--- config.mk ---
export PLATFORM = sky130hd
export DESIGN_NAME = ranger_frame_parser_crc8_unit
export DESIGN_NICKNAME = d
export VERILOG_FILES = /design/src/rtl/rfp_pkg.sv /design/src/rtl/ranger_frame_parser_crc8_unit.sv /design/src/rtl/rfp_chan_store.sv
export SDC_FILE = /design/constraint.sdc
export NUM_CORES = 1
export LEC_CHECK = 0
export ABC_AREA = 1
export BUFFER_PORTS_ARGS = -buffer_cell sky130_fd_sc_hd__buf_2
export CORE_MARGIN = 3
export CORE_UTILIZATION = 50
export DETAILED_ROUTE_END_ITERATION = 6
export PLACE_DENSITY = 0.69
export RECOVER_POWER = 100
export SETUP_SLACK_MARGIN = 0.02
export SLEW_MARGIN = 20
export SYNTH_ARGS = -nofsm -noshare
export SYNTH_HDL_FRONTEND = slang
export SYNTH_SLANG_ARGS = --single-unit
--- constraint.sdc ---
create_clock -name clk_i -period 3.2 [get_ports clk_i]
set_input_delay 0.16 -clock clk_i [delete_from_list [all_inputs] [get_ports clk_i]]
set_output_delay 0.16 -clock clk_i [all_outputs]
set_load 0.02 [all_outputs]
--- src/rtl/rfp_pkg.sv ---
// Shared constants, types and the CRC-8 step for the range frame parser.
package rfp_pkg;

  localparam int FRAME_BYTES_DEF  = 19;
  localparam int NUM_CHANNELS_DEF = 8;

  localparam logic [7:0]  START_BYTE        = 8'h54;
  localparam logic [7:0]  CRC_POLY          = 8'h07;
  localparam logic [15:0] FALLBACK_RANGE    = 16'd10000;
  localparam logic [15:0] FALLBACK_CRC      = 16'd10500;
  localparam logic [15:0] FALLBACK_OVERFLOW = 16'd11000;

  localparam logic [15:0] RST_RANGE_MIN = 16'd200;
  localparam logic [15:0] RST_RANGE_MAX = 16'd14000;
  localparam logic [2:0]  RST_LEFT_CH   = 3'd2;
  localparam logic [2:0]  RST_RIGHT_CH  = 3'd7;

  typedef enum logic [1:0] {
    REG_RANGE_MIN = 2'd0,
    REG_RANGE_MAX = 2'd1,
    REG_LEFT_CH   = 2'd2,
    REG_RIGHT_CH  = 2'd3
  } reg_idx_e;

  typedef enum logic [1:0] {
    ST_OK       = 2'd0,
    ST_CRC      = 2'd1,
    ST_OVERFLOW = 2'd2
  } status_e;

  typedef struct packed {
    logic en;
    logic hi;
  } store_wr_t;

  function automatic logic [7:0] crc8_step(input logic [7:0] crc, input logic [7:0] b);
    logic [7:0] v;
    v = crc ^ b;
    for (int k = 0; k < 8; k++) begin
      v = v[7] ? ({v[6:0], 1'b0} ^ CRC_POLY) : {v[6:0], 1'b0};
    end
    return v;
  endfunction

  localparam logic [7:0] CRC_AFTER_START = crc8_step(8'h00, START_BYTE);

endpackage

--- src/rtl/ranger_frame_parser_crc8_unit.sv ---
// Top level of the range sensor frame parser with CRC-8 check.
//
// Usage:
//   s_axis carries one received serial byte per transaction in tdata[7:0].
//   The byte 'T' starts a frame. 'T' arriving with a full frame held checks
//   the CRC-8 (poly 0x07) and emits one result transaction on m_axis; a
//   non-'T' byte arriving with a full frame held emits an overflow result.
//   Other bytes emit nothing.
//   m_axis tdata: left_mm[15:0], right_mm[31:16];
//   m_axis tuser: status[1:0], left_valid[2], right_valid[3].
//   The APB port holds the window limits and the two channel selects.
// Timing:
//   One byte per cycle sustained while the receiver keeps up. The check stage
//   loads at the edge that accepts the byte that causes a result, its channel
//   words come from the registered store read, and the output register loads
//   from the check stage once it is empty or being read.
// Reset clears the byte count, CRC, pipeline valids and registers to their
//   defaults. When the receiver stalls, the output register and the check
//   stage hold, and s_axis_tready drops only when both are occupied.
module ranger_frame_parser_crc8_unit #(
  parameter int FRAME_BYTES  = rfp_pkg::FRAME_BYTES_DEF,
  parameter int NUM_CHANNELS = rfp_pkg::NUM_CHANNELS_DEF
) (
  input  logic        clk_i,
  input  logic        rst_ni,
  input  logic        s_axis_tvalid,
  output logic        s_axis_tready,
  input  logic [7:0]  s_axis_tdata,   // rx_byte[7:0]
  output logic        m_axis_tvalid,
  input  logic        m_axis_tready,
  output logic [31:0] m_axis_tdata,   // left_mm[15:0], right_mm[31:16]
  output logic [3:0]  m_axis_tuser,   // status[1:0], left_valid[2], right_valid[3]
  input  logic        psel,
  input  logic        penable,
  input  logic        pwrite,
  input  logic [3:0]  paddr,
  input  logic [31:0] pwdata,
  output logic [31:0] prdata,
  output logic        pready
);
  import rfp_pkg::*;

  localparam int FIT_WORDS = (FRAME_BYTES - 3) / 2;
  localparam int WORDS_A   = (FIT_WORDS < NUM_CHANNELS) ? FIT_WORDS : NUM_CHANNELS;
  localparam int WORDS     = (WORDS_A < 8) ? WORDS_A : 8;
  localparam int DEPTH     = (WORDS > 1) ? WORDS : 1;
  localparam int AW        = (DEPTH > 1) ? $clog2(DEPTH) : 1;
  localparam int CW        = $clog2(FRAME_BYTES + 1);

  localparam logic [CW-1:0] CNT_FULL  = CW'(FRAME_BYTES);
  localparam logic [CW-1:0] CNT_CRC   = CW'(FRAME_BYTES - 1);
  localparam logic [CW-1:0] WR_START  = CW'(2);
  localparam logic [CW-1:0] WR_END    = CW'(2 + 2 * WORDS);
  localparam logic [3:0]    WORDS_LIM = 4'(WORDS);

  // configuration
  logic [15:0] range_min_q, range_max_q;
  logic [2:0]  left_ch_q, right_ch_q;
  logic        cfg_wr;

  assign pready = 1'b1;
  assign cfg_wr = psel && penable && pwrite;

  always_ff @(posedge clk_i or negedge rst_ni) begin
    if (!rst_ni) begin
      range_min_q <= RST_RANGE_MIN;
      range_max_q <= RST_RANGE_MAX;
      left_ch_q   <= RST_LEFT_CH;
      right_ch_q  <= RST_RIGHT_CH;
    end else if (cfg_wr) begin
      unique case (reg_idx_e'(paddr[3:2]))
        REG_RANGE_MIN: range_min_q <= pwdata[15:0];
        REG_RANGE_MAX: range_max_q <= pwdata[15:0];
        REG_LEFT_CH:   left_ch_q   <= pwdata[2:0];
        REG_RIGHT_CH:  right_ch_q  <= pwdata[2:0];
        default: ;
      endcase
    end
  end

  always_comb begin
    unique case (reg_idx_e'(paddr[3:2]))
      REG_RANGE_MIN: prdata = {16'd0, range_min_q};
      REG_RANGE_MAX: prdata = {16'd0, range_max_q};
      REG_LEFT_CH:   prdata = {29'd0, left_ch_q};
      REG_RIGHT_CH:  prdata = {29'd0, right_ch_q};
      default:       prdata = 32'd0;
    endcase
  end

  // handshake and pipeline control
  logic s1_valid_q, s1_ovf_q, s1_crc_ok_q;
  logic m_valid_q;
  logic out_ld, s1_adv, in_acc;

  assign out_ld        = !m_valid_q || m_axis_tready;
  assign s1_adv        = s1_valid_q && out_ld;
  assign s_axis_tready = !s1_valid_q || out_ld;
  assign in_acc        = s_axis_tvalid && s_axis_tready;

  // frame state
  logic [CW-1:0] count_q, count_d;
  logic [7:0]    crc_q, crc_d;
  logic [7:0]    crc_byte_q;
  logic          is_start, full, hit, hit_ovf;

  assign is_start = (s_axis_tdata == START_BYTE);
  assign full     = (count_q == CNT_FULL);
  assign hit      = in_acc && full;
  assign hit_ovf  = !is_start;

  always_comb begin
    count_d = count_q;
    crc_d   = crc_q;
    if (in_acc) begin
      if (is_start) begin
        count_d = CW'(1);
        crc_d   = CRC_AFTER_START;
      end else if (!full) begin
        count_d = count_q + CW'(1);
        if (count_q < CNT_CRC) begin
          crc_d = crc8_step(crc_q, s_axis_tdata);
        end
      end
    end
  end

  always_ff @(posedge clk_i or negedge rst_ni) begin
    if (!rst_ni) begin
      count_q <= '0;
      crc_q   <= '0;
    end else begin
      count_q <= count_d;
      crc_q   <= crc_d;
    end
  end

  always_ff @(posedge clk_i) begin
    if (in_acc && !is_start && (count_q == CNT_CRC)) begin
      crc_byte_q <= s_axis_tdata;
    end
  end

  // channel store
  store_wr_t     st_wr;
  logic [CW-1:0] wr_off;
  logic [AW-1:0] wr_addr, rd_addr_l, rd_addr_r;
  logic          ch_ok_l, ch_ok_r;
  logic [15:0]   rd_l, rd_r;

  assign wr_off   = count_q - WR_START;
  assign wr_addr  = wr_off[AW:1];
  assign st_wr.en = in_acc && !is_start && (count_q >= WR_START) && (count_q < WR_END);
  assign st_wr.hi = !count_q[0];

  assign ch_ok_l   = ({1'b0, left_ch_q} < WORDS_LIM);
  assign ch_ok_r   = ({1'b0, right_ch_q} < WORDS_LIM);
  assign rd_addr_l = ch_ok_l ? left_ch_q[AW-1:0] : '0;
  assign rd_addr_r = ch_ok_r ? right_ch_q[AW-1:0] : '0;

  rfp_chan_store #(
    .DEPTH(DEPTH),
    .AW   (AW)
  ) u_store (
    .clk_i      (clk_i),
    .wr_i       (st_wr),
    .wr_addr_i  (wr_addr),
    .wr_byte_i  (s_axis_tdata),
    .rd_addr_l_i(rd_addr_l),
    .rd_addr_r_i(rd_addr_r),
    .rd_l_o     (rd_l),
    .rd_r_o     (rd_r)
  );

  // check stage
  always_ff @(posedge clk_i or negedge rst_ni) begin
    if (!rst_ni) begin
      s1_valid_q <= 1'b0;
    end else if (hit) begin
      s1_valid_q <= 1'b1;
    end else if (s1_adv) begin
      s1_valid_q <= 1'b0;
    end
  end

  always_ff @(posedge clk_i) begin
    if (hit) begin
      s1_ovf_q    <= hit_ovf;
      s1_crc_ok_q <= (crc_q == crc_byte_q);
    end
  end

  // result
  logic [15:0] raw_l, raw_r, left_d, right_d;
  logic        in_l, in_r, lv_d, rv_d;
  status_e     status_d;
  logic [15:0] left_q, right_q;
  logic        lv_q, rv_q;
  status_e     status_q;

  assign raw_l = ch_ok_l ? rd_l : 16'd0;
  assign raw_r = ch_ok_r ? rd_r : 16'd0;
  assign in_l  = (raw_l > range_min_q) && (raw_l < range_max_q);
  assign in_r  = (raw_r > range_min_q) && (raw_r < range_max_q);

  always_comb begin
    if (s1_ovf_q) begin
      left_d   = FALLBACK_OVERFLOW;
      right_d  = FALLBACK_OVERFLOW;
      status_d = ST_OVERFLOW;
      lv_d     = 1'b0;
      rv_d     = 1'b0;
    end else if (!s1_crc_ok_q) begin
      left_d   = FALLBACK_CRC;
      right_d  = FALLBACK_CRC;
      status_d = ST_CRC;
      lv_d     = 1'b0;
      rv_d     = 1'b0;
    end else begin
      left_d   = in_l ? raw_l : FALLBACK_RANGE;
      right_d  = in_r ? raw_r : FALLBACK_RANGE;
      status_d = ST_OK;
      lv_d     = in_l;
      rv_d     = in_r;
    end
  end

  always_ff @(posedge clk_i or negedge rst_ni) begin
    if (!rst_ni) begin
      m_valid_q <= 1'b0;
    end else if (out_ld) begin
      m_valid_q <= s1_valid_q;
    end
  end

  always_ff @(posedge clk_i) begin
    if (s1_adv) begin
      left_q   <= left_d;
      right_q  <= right_d;
      status_q <= status_d;
      lv_q     <= lv_d;
      rv_q     <= rv_d;
    end
  end

  assign m_axis_tvalid = m_valid_q;
  assign m_axis_tdata  = {right_q, left_q};
  assign m_axis_tuser  = {rv_q, lv_q, status_q};

endmodule

--- src/rtl/rfp_chan_store.sv ---
// Channel word store: big-endian 16-bit channel readings with two registered read ports.
module rfp_chan_store #(
  parameter int DEPTH = 8,
  parameter int AW    = 3
) (
  input  logic               clk_i,
  input  rfp_pkg::store_wr_t wr_i,
  input  logic [AW-1:0]      wr_addr_i,
  input  logic [7:0]         wr_byte_i,
  input  logic [AW-1:0]      rd_addr_l_i,
  input  logic [AW-1:0]      rd_addr_r_i,
  output logic [15:0]        rd_l_o,
  output logic [15:0]        rd_r_o
);
  import rfp_pkg::*;

  logic [7:0]  mem_hi [DEPTH];
  logic [7:0]  mem_lo [DEPTH];
  logic [15:0] rd_l_q;
  logic [15:0] rd_r_q;

  always_ff @(posedge clk_i) begin
    if (wr_i.en && wr_i.hi) begin
      mem_hi[wr_addr_i] <= wr_byte_i;
    end
    if (wr_i.en && !wr_i.hi) begin
      mem_lo[wr_addr_i] <= wr_byte_i;
    end
  end

  always_ff @(posedge clk_i) begin
    rd_l_q <= {mem_hi[rd_addr_l_i], mem_lo[rd_addr_l_i]};
    rd_r_q <= {mem_hi[rd_addr_r_i], mem_lo[rd_addr_r_i]};
  end

  assign rd_l_o = rd_l_q;
  assign rd_r_o = rd_r_q;

endmodule

-- Yosys cells after proc, flatten, opt, wreduce, memory -nomap -nowiden
Memories as Yosys holds them, arrays and structs flattened. A register that Yosys moved wholly into a read port is not among the register bits.
Index checks and enable logic that the tools add are counted.
- register bits: 99
- memory bits (writable): 128
- input port bits: 51
- logic and storage cells: 106
- memories: 2
- add/subtract/negate cells: 2
- order comparisons: 6
- equality and inequality tests: 8
- multiplexer cells: 25
- bitwise gates (word level): 12
- reduce and logical (&&, ||, !) cells: 31
- memory list (name ; words ; width ; read ports ; clocked after memory_dff ; write ports ; RTL line ; text):
    u_store.mem_hi ; 8 ; 8 ; 2 ; 2 ; 1 ; rfp_chan_store.sv:17 ; logic [7:0] mem_hi [DEPTH];
    u_store.mem_lo ; 8 ; 8 ; 2 ; 2 ; 1 ; rfp_chan_store.sv:18 ; logic [7:0] mem_lo [DEPTH];
- operators with widths (operator ; number):
    32-bit one-hot mux with 4 select lines ; 1
    16-bit > comparator ; 2
    16-bit less-than comparator ; 2
    12-bit two-way mux ; 2
    3-bit two-way mux ; 8
    8-bit two-way mux ; 3
    3-bit inverter ; 8
    10-bit two-way mux ; 2
    1-bit logical AND ; 13
    5-bit == test, second input constant ; 2
    5-bit two-way mux ; 2
    2-bit AND reduction ; 5
    8-bit by 7-bit == test with 1-bit output, second input constant ; 1
    8-bit == test ; 1
    8-bit XOR ; 1
    1-bit two-way mux ; 7
    3-bit OR reduction ; 2
    5-bit by 1-bit adder with 5-bit output, second input constant ; 1
    5-bit by 2-bit >= comparator with 1-bit output, second input constant ; 1
    5-bit less-than comparator, second input constant ; 1
    2-bit == test, second input constant ; 2
    1-bit logical NOT ; 4
    2-bit nonzero test ; 2
    4-bit by 2-bit subtractor with 4-bit output, second input constant ; 1
    7 further kinds ; 10

-- Logic depth before layout (Yosys ltp)
Gate-level depths: netlist of the first run.
- depth after elaboration: 20
- depth in mapped cells: 13
- gate-level depth less buffers: 13

-- Cells and area by module
Synthesis of the first run repeated with hierarchy kept, for this count alone.
- cells, all modules: 1624
- area, all modules: 13840.8 µm²
- by module, submodules not included (module ; instances ; cells an instance ; area each (µm²)):
    rfp_chan_store ; 1 ; 914 ; 7649.8
    ranger_frame_parser_crc8_unit ; 1 ; 710 ; 6190.9

-- Worst setup path after synthesis of the first run
Ideal clock, no wire load.
- kind: register -> register
- start: register m_valid_q (netlist: m_axis_tvalid)
- end: register left_q[0] (enable)
- library setup time: 0.441 ns
- data arrival time: 2.299 ns
- required time: 2.759 ns
- slack: 0.460 ns
- stages on the path, launching flop included: 2
- period minus slack after synthesis: 2.740 ns
- cell sequence: dfrtp_1 a21oi_1
- cells in the longest elaborated chain, start to end: 3
- RTL lines (what ; RTL line ; text):
    start, declared ; ranger_frame_parser_crc8_unit.sv:93 ; logic m_valid_q;
    start signal, assigned ; ranger_frame_parser_crc8_unit.sv:232 ; m_valid_q <= s1_valid_q;
    1-bit logical NOT ; ranger_frame_parser_crc8_unit.sv:96 ; assign out_ld = !m_valid_q || m_axis_tready;
    1-bit logical OR ; ranger_frame_parser_crc8_unit.sv:96 ;
    1-bit logical AND ; ranger_frame_parser_crc8_unit.sv:97 ; assign s1_adv = s1_valid_q && out_ld;
    named net s1_adv ; ranger_frame_parser_crc8_unit.sv:94 ; logic out_ld, s1_adv, in_acc;
    end signal, assigned ; ranger_frame_parser_crc8_unit.sv:238 ; left_q <= left_d;
    end, declared ; ranger_frame_parser_crc8_unit.sv:197 ; logic [15:0] left_q, right_q;
The timed path passes the listed nets, and every way through them passes these cells.
A chain may end at the register's enable or synchronous reset.

-- Worst setup path in the final report of the first run
- start: register right_ch_q[0] (netlist: rd_addr_r[0])
- end: output prdata[0]
- cells in the longest elaborated chain, start to end: 1
- RTL lines (what ; RTL line ; text):
    start, declared ; ranger_frame_parser_crc8_unit.sv:58 ; logic [2:0] left_ch_q, right_ch_q;
    start signal, assigned ; ranger_frame_parser_crc8_unit.sv:75 ; REG_RIGHT_CH: right_ch_q <= pwdata[2:0];
    32-bit one-hot mux with 4 select lines ; ranger_frame_parser_crc8_unit.sv:82 ; unique case (reg_idx_e'(paddr[3:2]))
    end, declared ; ranger_frame_parser_crc8_unit.sv:38 ; output logic [31:0] prdata,
No other way between the ends. The select of a mux whose other input is x is not followed.

==> run metrics, run 1 <==
outcome finished, violations left; failing checks max-capacitance violations, max-slew violations; Area Overhead vs Synth 13.38%; Rows 58; Cell Pwr Density 772.8 nW/um^2; Final Power 11.31 mW; critical path launch point type flip-flop; Clock Path Buffers 3; total gr overflow 0; Post-DRT Antenna Nets 0; #FFs+latches synth 259; GRT Overall Usage 22.64%; number of synthesized flops with an enable pin 174; die area 27780 um^2; Setup CP Type reg -> out; # resized after CTS 0; Compound-Gate Fraction of Synth Area 15.87%; Final #Nets 1572; Num CTS Buffers 28; top_reg_cell synth edfxtp_1; clk root buf clkbuf_16; register area share after synthesis 55.84%; final WL 32.30 mm; via count 9939; Rel. slew slack -18.66%; Worst Max-Slew Pin Slew 1780 ps; number of port buffers 86; Max Cap Viol 1; CTS clk-pin slew, worst paths 60 ps; Synthesis Warnings 0; ratio of cells with drive above 1 in the final layout 6.369%; min cycle time layout 2960 ps; Top Ports 122; Die Y 166.7 um; Crit. End Element output pin; Post-Syn Instances 1349; Synth Area in XOR/XNOR 1.987%; routability cong. 0.9087; pre-CTS setup slack 709.7 ps; Distinct cells, synth 45; area of the mapped netlist 12910 um^2; Detail Placement HPWL 22.78 mm; Chip Width 166.7 um; Leakage 5.818 nW; Hold Fails Final Rpt 0; DR DRC count 0; first-pass detailed-route iteration total 6; Setup Buffers After CTS 0; Placement Cell Area 13700 um^2; CTS tree built; average vias per placed instance 5.503; Mean Syn Cell Area 9.570 um^2; core area 25250 um^2; Finish-stage setup viols 0; ys async rst share 20.46%; initial core utilization 51.12%; TritonCTS Sinks 259; setup TNS 0 ps; largest family of logic cells by synthesized area compound AO/OA/AOI/OAI gates; vias in the first global route 9512; Worst Skew 14.74 ps; Peak VDD IR 0.5487 mV; post-synthesis simple-gate area fraction 12.28%; global-route wire length before repair 50.53 mm; Worst Slack Setup Final 240.0 ps; multiplexer share of the synthesized area 0%; largest net degree at the start of global routing 66; post-route clock period utilization 92.50%; worst endpoint required time 3040 ps; WP data arrival 2800 ps; routed length per instance 17.88 um; diode count 0; Slew Viols, Final 32; DRT iter0 DRCs 1056; maximum fanout along the worst path 32; unrepaired setup endpoints after global routing no; worst hold path class in -> reg; H-tree depth 1; initial antenna violation count 0; Post-Synth Adder-Cell Area 6.494%; finished layout cell area 14640 um^2; FMAX 0.3378 GHz; worst skew pair latency 540 ps
power breakdown:
| part | total, mW | switching, mW | internal, mW |
|---|---|---|---|
| sequential | 4.60 | 0.497 | 4.10 |
| clock | 3.24 | 1.28 | 1.97 |
| combinational | 3.47 | 2.22 | 1.25 |
cell usage after synthesis, types with 19 or more instances:
cell / count / area [um^2]
ha_1: 67 / 838.3
o211ai_1: 32 / 240.2
nor2_1: 140 / 525.5
o21ai_0: 170 / 850.8
dfxtp_1: 32 / 640.6
dfrtp_1: 39 / 975.9
inv_1: 154 / 578.1
a31oi_1: 34 / 212.7
buf_4: 19 / 142.6
edfxtp_1: 174 / 5225
a21oi_1: 95 / 475.5
clkbuf_1: 38 / 142.6
nand2_1: 192 / 720.7
through the flow:
step           util [%]  instances  hold WS (ps)
2_1_floorplan         -       1364        -135.6
5_1_grt           57.96       1806         100.9
6_report          57.96       1806         67.85
3_5_place_dp      54.27       1734         257.4
4_1_cts           58.73       1805         20.37
3_3_place_gp      54.27       1734         251.3
path summary, 6_finish.rpt:
check | slack, ps | end | startpoint | cells past startpoint
min in group asynchronous | 630 | range_min_q[13]$_DFFE_PN0P_ | rst_ni | 2
max in group asynchronous | 990 | crc_q[2]$_DFFE_PN0P_ | rst_ni | 3
hold reg to reg | 480 | range_min_q[15]$_DFFE_PN0P_ | range_min_q[15]$_DFFE_PN0P_ | 2
hold / removal | 70 | rd_addr_r[1]$_DFFE_PN1P_ | paddr[2] | 3
setup reg to reg | 450 | right_q[12]$_SDFFCE_PP0P_ | m_axis_tvalid$_DFFE_PN0P_ | 2
setup / recovery | 240 | prdata[0] | rd_addr_r[0]$_DFFE_PN1P_ | 3
critical path, stage by stage (launching register included):
cell and delay [ps]:
dfstp_2 900, clkinv_1 650, o2111ai_1 430, clkbuf_1 270
flip-flops by register name (all words and copies together) (netlist names):
register / cells
u_store.mem_lo: 64
left_ch_q: 3
rv_q: 1
range_max_q: 16
rd_addr_r: 3
range_min_q: 16
u_store.mem_hi: 64
u_store.rd_l_o: 16
crc_byte_q: 8
status_q: 2
lv_q: 1
u_store.rd_r_o: 16
right_q: 16
count_q: 5
s1_valid_q: 1
s1_crc_ok_q: 1
left_q: 16
s1_ovf_q: 1
crc_q: 8
m_axis_tvalid: 1
area by class of cell:
cell class | instances | area, um^2
well taps | 330 | 412.9
clock buffers | 33 | 740.7
clock inverters | 19 | 196.4
fillers | 2179 | 10620
multi-input cells | 870 | 4761
inverters | 159 | 596.8
repair buffers | 136 | 719.4
flip-flops and latches | 259 | 7211
cell families after synthesis:
| family | after synthesis |
|---|---|
| fa+ha+maj | 67 |
| buf+inv | 235 |
| xor+xnor | 26 |
| flops | 259 |
| simple gates | 388 |
| compound gates | 372 |
| other cells | 2 |
what timing repair did:
item / in CTS / in global routing
endpoints found under the hold margin: 60 / 0
setup endpoints to repair: 0 / 0
hold buffers: 19 / 0
cells in the final DEF (no fill, tap or decap), types with 15 or more instances in the layout:
cell	instances
nand2_1	194
o21ai_0	182
edfxtp_1	174
inv_1	154
nor2_1	140
a21oi_1	97
clkbuf_1	87
ha_1	67
dfrtp_1	38
a31oi_1	34
o211ai_1	32
dfxtp_1	32
clkbuf_16	29
buf_2	23
dlygate4sd3_1	19
nand3_1	18
conb_1	17
o22ai_1	15
xnor2_1	15
nand4_1	15
layer usage:
metal  share of wire [%]  GRT usage, %  routed length (um)
met2                  48         38.80               15420
met1                  42         30.25               13630
met4                 3.3         7.281                1063
met3                 6.8         2.777                2188
met5                   0             0                   0
Power figures use the tool's default switching activity.
==> run 2, diff against run 1 <==
Settings changed: CORE_ASPECT_RATIO set to 2, PLACE_DENSITY 0.69 to 0.74.
==> run 2 against run 1 <==
Against the previous run: the run still ends with max-capacitance violations, max-slew violations left; design area fell by 0.41%; highest routed layer unchanged; critical endpoint unchanged; hold slack worse by 7.3 ps; cell count about the same.
==> run metrics, run 2 (synthesized netlist as in run 1, its figures left out) <==
outcome finished, violations left; failing checks max-capacitance violations, max-slew violations; number of port buffers 86; Leakage 5.793 nW; Top Ports 122; vias in the first global route 9902; Rows 82; Detail Placement HPWL 24.38 mm; Setup Buffers After CTS 0; Rel. slew slack -49.86%; ratio of cells with drive above 1 in the final layout 6.195%; Clock Path Buffers 3; Num CTS Buffers 24; Worst Skew 14.71 ps; Area Overhead vs Synth 12.92%; first-pass detailed-route iteration total 6; worst setup path endpoint prdata[0]; cell family with most CP delay buffers and inverters; average vias per placed instance 5.522; Reg-to-Reg End left_q[13]$_SDFFCE_PP1P_; CTS tree built; core area 25240 um^2; post-route clock period utilization 92.58%; Max Cap Viol 1; Worst Setup SP rd_addr_r[0]$_DFFE_PN1P_; Worst Max-Slew Pin Slew 2248 ps; commonest non-fill, non-tap cell in the layout nand2_1; commonest cells after routing, fill and taps aside 194 x nand2_1, 180 x o21ai_0, 174 x edfxtp_1, 155 x inv_1, 140 x nor2_1; maximum fanout along the worst path 31; Crit. End Element output pin; initial antenna violation count 0; CTS clk-pin slew, worst paths 70 ps; Setup CP Type reg -> out; worst path cell trace clkinv_1, o2111ai_1, clkbuf_1; TritonCTS Sinks 259; FMAX 0.3375 GHz; CP Depth 3; CP max stage cell dfstp_2; FF-to-FF path depth 11; diode count 0; initial core utilization 51.15%; routability cong. 0.9777; Hold Fails Final Rpt 0; largest net degree at the start of global routing 115; fill count 2214; Placement Cell Area 13750 um^2; H-tree depth 1; setup TNS 0 ps; Die Y 233.2 um; worst path buffer plus inverter count 2; Post-DRT Antenna Nets 0; Peak VDD IR 0.4354 mV; reg-to-reg startpoint range_min_q[7]$_DFFE_PN1P_; worst endpoint required time 3040 ps; Finish-stage setup viols 0; GRT Overall Usage 23.82%; worst hold path class in -> reg; routed length per instance 18.55 um; flop-to-flop setup slack 450 ps; unrepaired setup endpoints after global routing no; Final #Nets 1569; global-route wire length before repair 51.39 mm; worst skew pair latency 530 ps; Chip Width 119.6 um; total gr overflow 0; WP data arrival 2800 ps; die area 27900 um^2; CP max stage delay 860 ps; clk root buf clkbuf_16; DR DRC count 0; DRT iter0 DRCs 827; pre-CTS setup slack 788.5 ps; Largest regs u_store.mem_hi x64, u_store.mem_lo x64; Worst Slack Setup Final 237.3 ps; Cell Pwr Density 756.9 nW/um^2; min cycle time layout 2963 ps; Slew Viols, Final 30; finished layout cell area 14580 um^2; via count 9967; critical path launch point type flip-flop; final WL 33.49 mm
==> run 2: per-layer routing <==
| layer | share of wire (%) | wire length (um) | global-route usage (%) |
|---|---|---|---|
| met5 | 0 | 0 | 0 |
| met4 | 8.6 | 2865 | 18.64 |
| met3 | 4.9 | 1645 | 2.956 |
| met2 | 54 | 17950 | 45.52 |
| met1 | 33 | 11030 | 22.35 |
==> run 2: worst min path at each step <==
stage	cells past startpoint	slack, ps	to	startpoint
after global routing	3	100	rd_addr_r[2]$_DFFE_PN1P_	paddr[2]
after floorplan	0	-140	count_q[0]$_DFFE_PN0P_	rst_ni
final	3	60	rd_addr_r[2]$_DFFE_PN1P_	paddr[2]
after detailed placement	1	330	s1_valid_q$_DFFE_PN0P_	rst_ni
after global placement	1	330	s1_valid_q$_DFFE_PN0P_	rst_ni
after CTS	3	9	rd_addr_r[2]$_DFFE_PN1P_	paddr[2]
==> run 2: what timing repair did <==
action | CTS | global route
resized for setup | 0 | 0
endpoints found under the setup margin | 0 | 0
hold buffers | 20 | 0
hold endpoints to repair | 66 | 0
==> run 2: stage by stage <==
step	hold slack, ps	std cells	power [mW]	util (%)
after detailed placement	330.2	1740	8.146	54.48
final	60.52	1805	11.03	57.76
after global routing	101.0	1805	11.75	57.76
after CTS	9.287	1804	11.12	58.58
after floorplan	-135.6	1364	7.014	-
after global placement	326.7	1740	8.002	54.48
==> run 2: final cells by class <==
class                   instances  area (um^2)  area share [%]
clock buffers                  34        720.7           4.944
clock inverters                10        113.9          0.7810
inverters                     159        596.8           4.094
multi-input cells             870         4761           32.66
flip-flops and latches        259         7211           49.46
well taps                     336        420.4           2.884
repair buffers                137        754.5           5.176
==> run 2: power breakdown <==
| part | internal, mW | switching, mW |
|---|---|---|
| Combinational | 1.24 | 2.28 |
| Clock | 1.74 | 1.20 |
| Sequential | 4.10 | 0.474 |
| Total | 7.08 | 3.95 |
==> run 2: worst reg2reg max path: cells and delay by family, from the launching register on <==
kind	cells	cell delay [ps]
compound gates	1	450
flops	1	530
buf+inv	2	280
simple gates	7	880
fa+ha+maj	1	370
